[config.mk]
export PLATFORM = sky130hd
export DESIGN_NAME = keyboard_char_queue_to_keycode_core_flat
export DESIGN_NICKNAME = d
export VERILOG_FILES = /design/src/kcq_pkg.sv /design/src/kcq_cmd_if.sv /design/src/kcq_rpt_if.sv /design/src/keyboard_char_queue_to_keycode_core.sv /design/src/flat_wrapper.sv
export VERILOG_INCLUDE_DIRS = /design/src /design/src/src
export SDC_FILE = /design/constraint.sdc
export NUM_CORES = 1
export LEC_CHECK = 0
export BUFFER_PORTS_ARGS = -buffer_cell sky130_fd_sc_hd__buf_2
export CAP_MARGIN = 20
export CORE_ASPECT_RATIO = 1.1
export CORE_MARGIN = 8
export CORE_UTILIZATION = 50
export CTS_CLUSTER_SIZE = 14
export DETAILED_ROUTE_END_ITERATION = 8
export GPL_TIMING_DRIVEN = 0
export PLACE_DENSITY = 0.78
export SYNTH_ARGS = -nofsm -noshare
export SYNTH_HDL_FRONTEND = slang
export SYNTH_SLANG_ARGS = --single-unit
[constraint.sdc]
create_clock -name clk -period 2.4 [get_ports clk]
set_input_delay 0.24 -clock clk [delete_from_list [all_inputs] [get_ports clk]]
set_output_delay 0.24 -clock clk [all_outputs]
set_load 0.01 [all_outputs]
[src/assert_macros.svh]
// assertion macros used by the rtl core file
// no dependencies; empty bodies when SYNTH is defined
`ifndef ASSERT_MACROS_SVH
`define ASSERT_MACROS_SVH

`ifndef SYNTH

// property must hold at every clock edge outside reset
`define ASSERT_CLK(label, clk, rst, prop, msg) \
  label: assert property (@(posedge clk) disable iff (rst) prop) else $error(msg);

// condition must never be true outside reset
`define ASSERT_NEVER(label, clk, rst, cond, msg) \
  label: assert property (@(posedge clk) disable iff (rst) !(cond)) else $error(msg);

`else

`define ASSERT_CLK(label, clk, rst, prop, msg)

`define ASSERT_NEVER(label, clk, rst, cond, msg)

`endif

`endif

[src/kcq_pkg.sv]
// types, codes and the character translation table of the keyboard queue
// no dependencies
`default_nettype none

package kcq_pkg;

  localparam int CHAR_W = 8;
  localparam int MOD_W  = 2;

  // command codes
  localparam logic CMD_PUSH = 1'b0;
  localparam logic CMD_POLL = 1'b1;

  // modifier codes
  localparam logic [MOD_W-1:0] MOD_NONE  = 2'd0;
  localparam logic [MOD_W-1:0] MOD_CTRL  = 2'd1;
  localparam logic [MOD_W-1:0] MOD_SHIFT = 2'd2;

  // frequently used usage codes
  localparam logic [CHAR_W-1:0] KC_1      = 8'h1e;
  localparam logic [CHAR_W-1:0] KC_ENTER  = 8'h28;
  localparam logic [CHAR_W-1:0] KC_ESCAPE = 8'h29;
  localparam logic [CHAR_W-1:0] KC_BKSP   = 8'h2a;
  localparam logic [CHAR_W-1:0] KC_TAB    = 8'h2b;
  localparam logic [CHAR_W-1:0] KC_SPACE  = 8'h2c;
  localparam logic [CHAR_W-1:0] KC_SLASH  = 8'h38;
  localparam logic [CHAR_W-1:0] KC_KP_ADD = 8'h57;

  typedef struct packed {
    logic [MOD_W-1:0]  modifiers;
    logic [CHAR_W-1:0] key_code;
  } kc_report_t;

  // character to key report; later rules override earlier ones
  function automatic kc_report_t kc_translate(input logic [CHAR_W-1:0] k);
    kc_report_t r;
    r.modifiers = MOD_NONE;
    r.key_code  = '0;
    // letters, lower then upper case
    if (k >= 8'h61 && k <= 8'h7a) r.key_code = k - 8'h5d;
    if (k >= 8'h41 && k <= 8'h5a) begin r.modifiers = MOD_SHIFT; r.key_code = k - 8'h3d; end
    // control-a .. control-z
    if (k >= 8'h01 && k <= 8'h1a) begin r.modifiers = MOD_CTRL; r.key_code = k + 8'h03; end
    // digits one to nine
    if (k >= 8'h31 && k <= 8'h39) r.key_code = k - 8'h13;
    // shifted digit row
    if (k == 8'h21) begin r.modifiers = MOD_SHIFT; r.key_code = KC_1; end
    if (k == 8'h22) begin r.modifiers = MOD_SHIFT; r.key_code = 8'h1f; end
    if (k == 8'h23) begin r.modifiers = MOD_SHIFT; r.key_code = 8'h20; end
    if (k == 8'h24) begin r.modifiers = MOD_SHIFT; r.key_code = 8'h21; end
    if (k == 8'h25) begin r.modifiers = MOD_SHIFT; r.key_code = 8'h22; end
    if (k == 8'h5e) begin r.modifiers = MOD_SHIFT; r.key_code = 8'h23; end
    if (k == 8'h26) begin r.modifiers = MOD_SHIFT; r.key_code = 8'h24; end
    if (k == 8'h2a) begin r.modifiers = MOD_SHIFT; r.key_code = 8'h25; end
    if (k == 8'h28) begin r.modifiers = MOD_SHIFT; r.key_code = 8'h26; end
    if (k == 8'h40) begin r.modifiers = MOD_SHIFT; r.key_code = 8'h1f; end
    // line feed and carriage return
    if (k == 8'h0a || k == 8'h0d) begin r.modifiers = MOD_NONE; r.key_code = KC_ENTER; end
    if (k == 8'h29) begin r.modifiers = MOD_SHIFT; r.key_code = 8'h27; end
    if (k == 8'h08) begin r.modifiers = MOD_NONE; r.key_code = KC_BKSP; end
    if (k == 8'h09) begin r.modifiers = MOD_NONE; r.key_code = KC_TAB; end
    if (k == 8'h20) begin r.modifiers = MOD_NONE; r.key_code = KC_SPACE; end
    // code only, modifier kept from earlier rules, except that | < > ? set shift
    if (k == 8'h30) r.key_code = 8'h27;
    if (k == 8'h1b) r.key_code = KC_ESCAPE;
    if (k == 8'h2d) r.key_code = 8'h2d;
    if (k == 8'h3d) r.key_code = 8'h2e;
    if (k == 8'h5b) r.key_code = 8'h2f;
    if (k == 8'h5c) r.key_code = 8'h31;
    if (k == 8'h7c) begin r.key_code = 8'h31; r.modifiers = MOD_SHIFT; end
    if (k == 8'h5d) r.key_code = 8'h32;
    if (k == 8'h3b) r.key_code = 8'h33;
    if (k == 8'h3a) r.key_code = 8'h34;
    if (k == 8'h2c) r.key_code = 8'h36;
    if (k == 8'h2e) r.key_code = 8'h37;
    if (k == 8'h2f) r.key_code = KC_SLASH;
    if (k == 8'h3c) begin r.key_code = 8'h36; r.modifiers = MOD_SHIFT; end
    if (k == 8'h3e) begin r.key_code = 8'h37; r.modifiers = MOD_SHIFT; end
    if (k == 8'h3f) begin r.key_code = KC_SLASH; r.modifiers = MOD_SHIFT; end
    if (k == 8'h2b) r.key_code = KC_KP_ADD;
    return r;
  endfunction

endpackage

`default_nettype wire

[src/kcq_cmd_if.sv]
// command channel: push or poll word with valid/ready handshake
// depends on kcq_pkg
`default_nettype none

interface kcq_cmd_if;
  import kcq_pkg::*;

  logic              valid;
  logic              ready;
  logic              command;
  logic [CHAR_W-1:0] char_byte;

  modport source (output valid, command, char_byte, input ready);
  modport sink   (input valid, command, char_byte, output ready);
endinterface

`default_nettype wire

[src/kcq_rpt_if.sv]
// report channel: key report word with valid/ready handshake
// depends on kcq_pkg
`default_nettype none

interface kcq_rpt_if;
  import kcq_pkg::*;

  logic              valid;
  logic              ready;
  logic [MOD_W-1:0]  modifiers;
  logic [CHAR_W-1:0] key_code;
  logic              key_valid;
  logic              overrun;

  modport source (output valid, modifiers, key_code, key_valid, overrun, input ready);
  modport sink   (input valid, modifiers, key_code, key_valid, overrun, output ready);
endinterface

`default_nettype wire

[src/keyboard_char_queue_to_keycode_core.sv]
// Keyboard character queue: a ring of QUEUE_DEPTH character bytes in one
// synchronous memory, holding at most QUEUE_DEPTH-1 characters. A push word
// stores a byte and answers in the next cycle, with overrun set when the queue
// was full (the byte is then dropped). A poll word takes the oldest byte and
// answers with its key report through the memory read register and then the
// output register; a poll of an empty queue answers in the next cycle with
// all fields zero. One word is in work at a time, and the next word is taken
// no earlier than the cycle in which the previous report leaves the output
// register.
// There is no clearing pass after reset; entries are polled only after written.
// Depends on kcq_pkg, kcq_cmd_if, kcq_rpt_if and assert_macros.svh.
`default_nettype none
`include "assert_macros.svh"

module keyboard_char_queue_to_keycode_core #(
  parameter int QUEUE_DEPTH = 16
) (
  input  logic     clk,
  input  logic     rst,
  kcq_cmd_if.sink  cmd,
  kcq_rpt_if.source rpt
);
  import kcq_pkg::*;

  localparam int PTR_W = (QUEUE_DEPTH > 2) ? $clog2(QUEUE_DEPTH) : 1;
  localparam logic [PTR_W-1:0] PTR_LAST = PTR_W'(QUEUE_DEPTH - 1);

  typedef enum logic {S_IDLE, S_READ} state_t;

  state_t            state;
  logic [PTR_W-1:0]  write_ptr;
  logic [PTR_W-1:0]  read_ptr;
  logic [PTR_W-1:0]  wr_succ;
  logic [PTR_W-1:0]  rd_succ;
  logic [CHAR_W-1:0] char_store [QUEUE_DEPTH];
  logic [CHAR_W-1:0] rd_data;
  kc_report_t        xlat;

  logic       out_valid;
  kc_report_t out_report;
  logic       out_key_valid;
  logic       out_overrun;

  logic in_ready;
  logic accept;
  logic q_full;
  logic q_empty;
  logic do_write;
  logic do_pop;
  logic push_drop;

  // pointer successors with wrap at the last entry
  assign wr_succ = (write_ptr == PTR_LAST) ? '0 : write_ptr + PTR_W'(1);
  assign rd_succ = (read_ptr == PTR_LAST) ? '0 : read_ptr + PTR_W'(1);
  assign q_full  = (wr_succ == read_ptr);
  assign q_empty = (write_ptr == read_ptr);

  // input handshake; state must be idle and output register free or draining
  assign in_ready  = (state == S_IDLE) && (!out_valid || rpt.ready);
  assign accept    = cmd.valid && in_ready;
  assign do_write  = accept && (cmd.command == CMD_PUSH) && !q_full;
  assign do_pop    = accept && (cmd.command == CMD_POLL) && !q_empty;
  assign push_drop = accept && (cmd.command == CMD_PUSH) && q_full;

  // character memory, read at the read pointer every cycle
  // a push never lands on an entry being read for a poll: full queue drops it, and
  // no word is accepted while a read is in flight
  always_ff @(posedge clk) begin
    if (do_write) begin
      char_store[write_ptr] <= cmd.char_byte;
    end
    rd_data <= char_store[read_ptr];
  end

  // translation of the byte just read
  assign xlat = kc_translate(rd_data);

  // control, pointers and output register
  always_ff @(posedge clk) begin
    if (rst) begin
      state         <= S_IDLE;
      write_ptr     <= '0;
      read_ptr      <= '0;
      out_valid     <= 1'b0;
      out_report    <= '0;
      out_key_valid <= 1'b0;
      out_overrun   <= 1'b0;
    end else begin
      unique case (state)
        S_IDLE: begin
          if (do_pop) begin
            // output register is free or drains in this cycle
            out_valid <= 1'b0;
            read_ptr  <= rd_succ;
            state     <= S_READ;
          end else if (accept) begin
            // push result, or poll of an empty queue
            out_valid     <= 1'b1;
            out_report    <= '0;
            out_key_valid <= 1'b0;
            out_overrun   <= push_drop;
            if (do_write) begin
              write_ptr <= wr_succ;
            end
          end else if (rpt.ready) begin
            out_valid <= 1'b0;
          end
        end
        S_READ: begin
          out_valid     <= 1'b1;
          out_report    <= xlat;
          out_key_valid <= 1'b1;
          out_overrun   <= 1'b0;
          state         <= S_IDLE;
        end
        default: begin
          state <= S_IDLE;
        end
      endcase
    end
  end

  assign cmd.ready     = in_ready;
  assign rpt.valid     = out_valid;
  assign rpt.modifiers = out_report.modifiers;
  assign rpt.key_code  = out_report.key_code;
  assign rpt.key_valid = out_key_valid;
  assign rpt.overrun   = out_overrun;

  // output register is empty whenever a read result arrives
  `ASSERT_NEVER(a_read_into_busy_out, clk, rst, (state == S_READ) && out_valid, "read into busy out")
  // pointers stay inside the ring
  `ASSERT_NEVER(a_ptr_range, clk, rst, (write_ptr > PTR_LAST) || (read_ptr > PTR_LAST), "ptr range")
  // a dropped push leaves the write pointer alone and flags overrun
  `ASSERT_CLK(a_drop_on_full, clk, rst, push_drop |=> ($stable(write_ptr) && out_overrun), "drop")
  // a report never carries both a key and an overrun
  `ASSERT_NEVER(a_key_xor_ovr, clk, rst, out_valid && out_key_valid && out_overrun, "key and overrun")

endmodule

`default_nettype wire
[src/flat_wrapper.sv]
// flat-port wrapper written by rule: the top's interface ports become plain ports
module keyboard_char_queue_to_keycode_core_flat import kcq_pkg::*;
#(
  parameter int QUEUE_DEPTH = 16
)
  (clk, rst, cmd_valid, cmd_command, cmd_char_byte, cmd_ready, rpt_valid, rpt_modifiers, rpt_key_code, rpt_key_valid, rpt_overrun, rpt_ready);
  kcq_cmd_if cmd_i ();
  kcq_rpt_if rpt_i ();
  input  logic clk;
  input  logic rst;
  input wire logic [$bits(cmd_i.valid)-1:0] cmd_valid;
  input wire logic [$bits(cmd_i.command)-1:0] cmd_command;
  input wire logic [$bits(cmd_i.char_byte)-1:0] cmd_char_byte;
  output wire logic [$bits(cmd_i.ready)-1:0] cmd_ready;
  output wire logic [$bits(rpt_i.valid)-1:0] rpt_valid;
  output wire logic [$bits(rpt_i.modifiers)-1:0] rpt_modifiers;
  output wire logic [$bits(rpt_i.key_code)-1:0] rpt_key_code;
  output wire logic [$bits(rpt_i.key_valid)-1:0] rpt_key_valid;
  output wire logic [$bits(rpt_i.overrun)-1:0] rpt_overrun;
  input wire logic [$bits(rpt_i.ready)-1:0] rpt_ready;
  assign cmd_i.valid = cmd_valid;
  assign cmd_i.command = cmd_command;
  assign cmd_i.char_byte = cmd_char_byte;
  assign cmd_ready = cmd_i.ready;
  assign rpt_valid = rpt_i.valid;
  assign rpt_modifiers = rpt_i.modifiers;
  assign rpt_key_code = rpt_i.key_code;
  assign rpt_key_valid = rpt_i.key_valid;
  assign rpt_overrun = rpt_i.overrun;
  assign rpt_i.ready = rpt_ready;
  keyboard_char_queue_to_keycode_core #(.QUEUE_DEPTH(QUEUE_DEPTH)) u_core (.clk(clk), .rst(rst), .cmd(cmd_i), .rpt(rpt_i));
endmodule
# After elaboration in Yosys (flattened, before gate mapping)
# Memories as Yosys holds them, arrays and structs flattened. A register that Yosys moved wholly into a read port is not among the register bits.
# Index checks and enable logic that the tools add are counted.
[word_totals]
regBits = 22
mem_bits_rw = 128
output_inout_bits = 14
wordCells = 140
memories = 1
[mem_list]
columns = ["name", "words", "word_bits", "rd", "rd_clocked_by_memory_dff", "write_ports", "line_no", "source"]
rows = [
  ["u_core.char_store", 16, 8, 1, 1, 1, "keyboard_char_queue_to_keycode_core.sv:35", "logic [CHAR_W-1:0] char_store [QUEUE_DEPTH];"],
]
[op_classes]
add_sub_neg = 6
magnitude_cmp = 8
eq_ne = 40
muxes = 55
bitwise_logic = 3
reduce_logical = 19
[ops]
columns = ["operator", "count"]
rows = [
  ["$mux 10", 23],
  ["$eq 8x6->1 const B", 22],
  ["$mux 8", 15],
  ["$eq 8x7->1 const B", 6],
  ["$eq 8x4->1 const B", 4],
  ["$pmux 10 s2", 1],
  ["$ge 8x7->1 const B", 2],
  ["$le 8x7->1 const B", 2],
  ["$logic_and 1x1->1", 11],
  ["$mux 1", 10],
  ["$add 4x1->4 const B", 2],
  ["$add 8x2->8 const B", 1],
  ["$eq 4x4->1", 2],
  ["$eq 4x4->1 const B", 2],
  ["$eq 8x5->1 const B", 1],
  ["$ge 8x1->1 const B", 1],
  ["$ge 8x6->1 const B", 1],
  ["$le 8x5->1 const B", 1],
  ["$le 8x6->1 const B", 1],
  ["$mux 4", 2],
  ["$pmux 1 s2", 4],
  ["$sub 8x5->8 const B", 1],
  ["$sub 8x6->8 const B", 1],
  ["$sub 8x7->8 const B", 1],
  ["8 further kinds", 14],
]

# Logic depth before layout (Yosys ltp)
[logic_depth]
depth_word = 39
depth_mapped = 9
ltp_nobuf = 8

# Worst setup path before layout
# Ideal clock, no wire load.
[synth_path]
kind = "register -> register"
start = "register u_core.write_ptr[1]"
end = "memory u_core.char_store[3][0] (enable)"
setup_time_ns = 0.383
t_arrival_ns = 2.031
required_time_ns = 2.017
slack_ns = -0.015
path_stages_with_launch = 7
period_less_slack_ns = 2.415
path_cell_list = "dfxtp_1 > ha_1 > inv_1 > a311oi_4 > xnor2_1 > o311ai_1 > nor3_1"
[synth_between]
elab_chain_len = 7
elab_cells_between_ends = 8
[synth_lines]
columns = ["element", "line_no", "source"]
rows = [
  ["start, declared", "keyboard_char_queue_to_keycode_core.sv:31", "logic [PTR_W-1:0] write_ptr;"],
  ["start signal, assigned", "keyboard_char_queue_to_keycode_core.sv:103", "write_ptr <= wr_succ;"],
  ["$add 4x1->4 or $eq 4x4->1 (tied branches)", "keyboard_char_queue_to_keycode_core.sv:53", "assign wr_succ = (write_ptr == PTR_LAST) ? '0 : write_ptr + PTR_W'(1);"],
  ["$mux 4", "keyboard_char_queue_to_keycode_core.sv:53", ""],
  ["$eq 4x4->1", "keyboard_char_queue_to_keycode_core.sv:55", "assign q_full = (wr_succ == read_ptr);"],
  ["$logic_not 1->1", "keyboard_char_queue_to_keycode_core.sv:61", "assign do_write = accept && (cmd.command == CMD_PUSH) && !q_full;"],
  ["$logic_and 1x1->1", "keyboard_char_queue_to_keycode_core.sv:61", ""],
  ["$mux 1", "keyboard_char_queue_to_keycode_core.sv:69", "if (do_write) begin"],
  ["$mux 1 (implied by the code)", "keyboard_char_queue_to_keycode_core.sv:70", "char_store[write_ptr] <= cmd.char_byte;"],
  ["end, declared", "keyboard_char_queue_to_keycode_core.sv:35", ""],
]
# Several ways; a longest one is shown, not always the timed one.

# Worst setup path after layout
[layout_path]
start = "register u_core.write_ptr[0]"
end = "memory u_core.char_store[3][4] (enable)"
[layout_between]
elab_chain_len = 7
elab_cells_between_ends = 8
[layout_lines]
columns = ["element", "line_no", "source"]
rows = [
  ["$add 4x1->4 or $eq 4x4->1 (tied branches)", "keyboard_char_queue_to_keycode_core.sv:53", ""],
  ["$mux 4 *", "keyboard_char_queue_to_keycode_core.sv:53", ""],
  ["named net u_core.wr_succ[1]", "keyboard_char_queue_to_keycode_core.sv:33", "logic [PTR_W-1:0] wr_succ;"],
  ["$eq 4x4->1 *", "keyboard_char_queue_to_keycode_core.sv:55", ""],
  ["$logic_not 1->1 *", "keyboard_char_queue_to_keycode_core.sv:61", ""],
  ["$logic_and 1x1->1 *", "keyboard_char_queue_to_keycode_core.sv:61", ""],
  ["$mux 1 *", "keyboard_char_queue_to_keycode_core.sv:69", ""],
  ["$mux 1 (implied by the code) *", "keyboard_char_queue_to_keycode_core.sv:70", ""],
]
# The timed path passes the listed nets; every way through them passes the cells marked *.

==> impl_metrics.env <==
export IMPL_tightest_slew_ns=0.836
export IMPL_synth_seq_area_share=0.585
export IMPL_grt_pass1_wl_um=32100
export IMPL_final_area_um2=8890
export IMPL_ys_warn_count=0
export IMPL_vias=5375
export IMPL_async_reset_ff_frac=0
export IMPL_hold_ws_ns=0.119
export IMPL_fin_crit_sh=1.01
export IMPL_drt_total_wl_um=21100
export IMPL_drive_above_1_share=0.301
export IMPL_drt_iter0_markers=740
export IMPL_drc=0
export IMPL_grt_start_max_net_pins=19
export IMPL_grt_overflow_total=0
export IMPL_worst_slack_ns=-0.0151
export IMPL_routedWlPerCell_um=26.2
export IMPL_syn_nets=575
export IMPL_peakVddDrop_mv=0.671
export IMPL_globalplace_congestion=0.941
export IMPL_finalMaxSlewViolations=0
export IMPL_yosysTopAreaCell="edfxtp_1"
export IMPL_cts_root_buf="clkbuf_16"
export IMPL_critical_path_class="flop to flop"
export IMPL_antennaDiodeCount=0
export IMPL_finalSetupViolCount=8
export IMPL_outcome="finished with violations"
export IMPL_io_pins=27
export IMPL_row_count=47
export IMPL_dpl_hpwl_um=13600
export IMPL_clk_pin_slew_worst_paths_ns=0.07
export IMPL_numCtsBuffers=17
export IMPL_layoutNonFillerInstCount=808
export IMPL_drt_first_pass_iters=6
export IMPL_grt_pass1_vias=5377
export IMPL_via_per_inst=6.65
export IMPL_synth_seq_cells=158
export IMPL_initial_core_util=0.508
export IMPL_die_h_um=145
export IMPL_synth_top_area_share=0.506
export IMPL_cts_num_sinks=158
export IMPL_synth_edf_count=128
export IMPL_track_usage=0.218
export IMPL_arrival_ns=2.60
export IMPL_netlist_area_um2=7590
export IMPL_placed_cells=774
export IMPL_fin_crit_ns=2.42
export IMPL_area_growth_pct=17.2
export IMPL_cp_start_kind="flop"
export IMPL_postLayoutCoreUtil=0.595
export IMPL_dieArea_um2=19400
export IMPL_fmax_mhz=414
export IMPL_cp_max_fo=9
export IMPL_coreArea_um2=14900
export IMPL_cp_end_kind="flop"
export IMPL_required_ns=2.59
export IMPL_clock_latency_ns=0.42
export IMPL_holdCritPathClass="input pin to flop"
export IMPL_maxCapViolations=0
export IMPL_synth_distinct_cells=80
export IMPL_p_leak_nw=2.92
export IMPL_dpl_cell_area_um2=7970
export IMPL_final_common_cell="edfxtp_1"
export IMPL_clock_path_buffers=2
export IMPL_postCtsHoldBufs=0
export IMPL_final_cell_mix="edfxtp_1 (128), mux4_2 (40), buf_2 (36)"
export IMPL_violations="setup timing"
export IMPL_power_density_nw_per_um2=748
export IMPL_die_x_um=133
export IMPL_pre_cts_ws_ns=-0.438
export IMPL_skew_ns=0.00923
export IMPL_ys_flop_type="edfxtp_1"
export IMPL_nets=622
export IMPL_cts_htree_levels=4
export IMPL_port_buffers=26
export IMPL_tritoncts="done"
export IMPL_yosys_top_cells_area="edfxtp_1 (51%), mux4_2 (12%), dfxtp_1 (7.9%)"
export IMPL_finalHoldViolations=0
export IMPL_syn_inst=552
export IMPL_max_slew_margin=0.442
export IMPL_avgSynthCellArea_um2=13.8
export IMPL_antenna_found_initial=0
export IMPL_ant_nets=0
## area by class of cell
class | instances | area, um2
Timing Repair Buffer | 29 | 165
Inverter | 12 | 45.0
Clock inverter | 15 | 211
Tap cell | 196 | 245
Clock buffer | 17 | 425
Multi-Input combinational cell | 342 | 3120
Buffer | 39 | 231
Sequential cell | 158 | 4450
Fill cell | 1125 | 6040
## state kept, by name (all words and copies together), names as in the netlist
signal and flops:
u_core.char_store 128, u_core.rpt.key_code 8, u_core.rpt.valid 1, u_core.state 1, u_core.rpt.modifiers 2, u_core.rpt.overrun 1
u_core.read_ptr 4, u_core.rd_data 8, u_core.rpt.key_valid 1, u_core.write_ptr 4
## cells by family (layout without fill, tap and decap cells)
kind of cell               count (synthesis)  count (layout)  synth area share
AOI/OAI and AO/OA                        103             103            0.0982
adders and majority gates                 10              10            0.0165
xor gates and xnor gates                  11              11            0.0127
muxes                                     44              44             0.124
DFF                                      158             158             0.585
buffers and inverters                     52             112            0.0335
and+or+nand+nor                          174             174             0.130
## cells in the mapped netlist (5+ instances only)
| master | n |
|---|---|
| o22ai_1 | 8 |
| nand3b_1 | 6 |
| o211ai_1 | 5 |
| clkbuf_1 | 18 |
| nor2b_1 | 7 |
| and3_1 | 19 |
| a21oi_1 | 24 |
| xor2_1 | 8 |
| nor2_1 | 35 |
| nand2_1 | 29 |
| nand2b_1 | 12 |
| mux4_2 | 40 |
| nor3_1 | 18 |
| edfxtp_1 | 128 |
| a31oi_1 | 6 |
| ha_1 | 10 |
| nand3_1 | 5 |
| inv_1 | 12 |
| o21ai_0 | 12 |
| dfxtp_1 | 30 |
| nand4_1 | 6 |
| buf_2 | 15 |
## worst paths after layout
| check | startpoint | endpoint | slack [ns] | depth (start not counted) |
|---|---|---|---|---|
| worst max-delay path | u_core.write_ptr[0] | u_core.char_store[3][4] | -0.02 | 8 |
| worst max register to register | u_core.write_ptr[0] | u_core.char_store[3][4] | -0.02 | 8 |
| worst min register to register | u_core.rpt.modifiers[0] | u_core.rpt.modifiers[0] | 0.46 | 2 |
| worst min-delay path | cmd_command | u_core.state | 0.12 | 3 |
## power breakdown
group | total, mW | internal, mW | switching [mW]
logic | 0.788 | 0.299 | 0.489
registers | 3.03 | 3.00 | 0.0362
clock network | 2.83 | 1.61 | 1.22
total | 6.65 | 4.91 | 1.74
## worst max-delay path, stage by stage (launching register included)
cell      delay (ns)
dfxtp_2         0.38
buf_6           0.16
inv_1           0.11
ha_4            0.27
xnor2_1         0.16
o311ai_2        0.17
o311ai_1        0.65
nor3_4          0.09
buf_12          0.18
## stage by stage
stage,total power [mW],setup TNS (ns)
finish,6.65,-0.0865
global route,6.84,-0.367
CTS,6.60,0
detailed placement,3.78,-44.25
global placement,3.78,-32.60
floorplan,3.56,0
## per-layer routing
metal	track usage	vias to the layer above	wire (um)
met5	0	-	0
met1	0.245	2647	7650
met4	0.116	0	1280
met3	0.0394	107	1170
li1	-	2285	-
met2	0.385	336	11000
## repair_timing
action / 4_1_cts / 5_1_grt
resized for setup: 50 / 31
setup buffers: 0 / 3
pin swaps: 0 / 5
setup endpoints to repair: 143 / 139
Power figures use the tool's default switching activity.
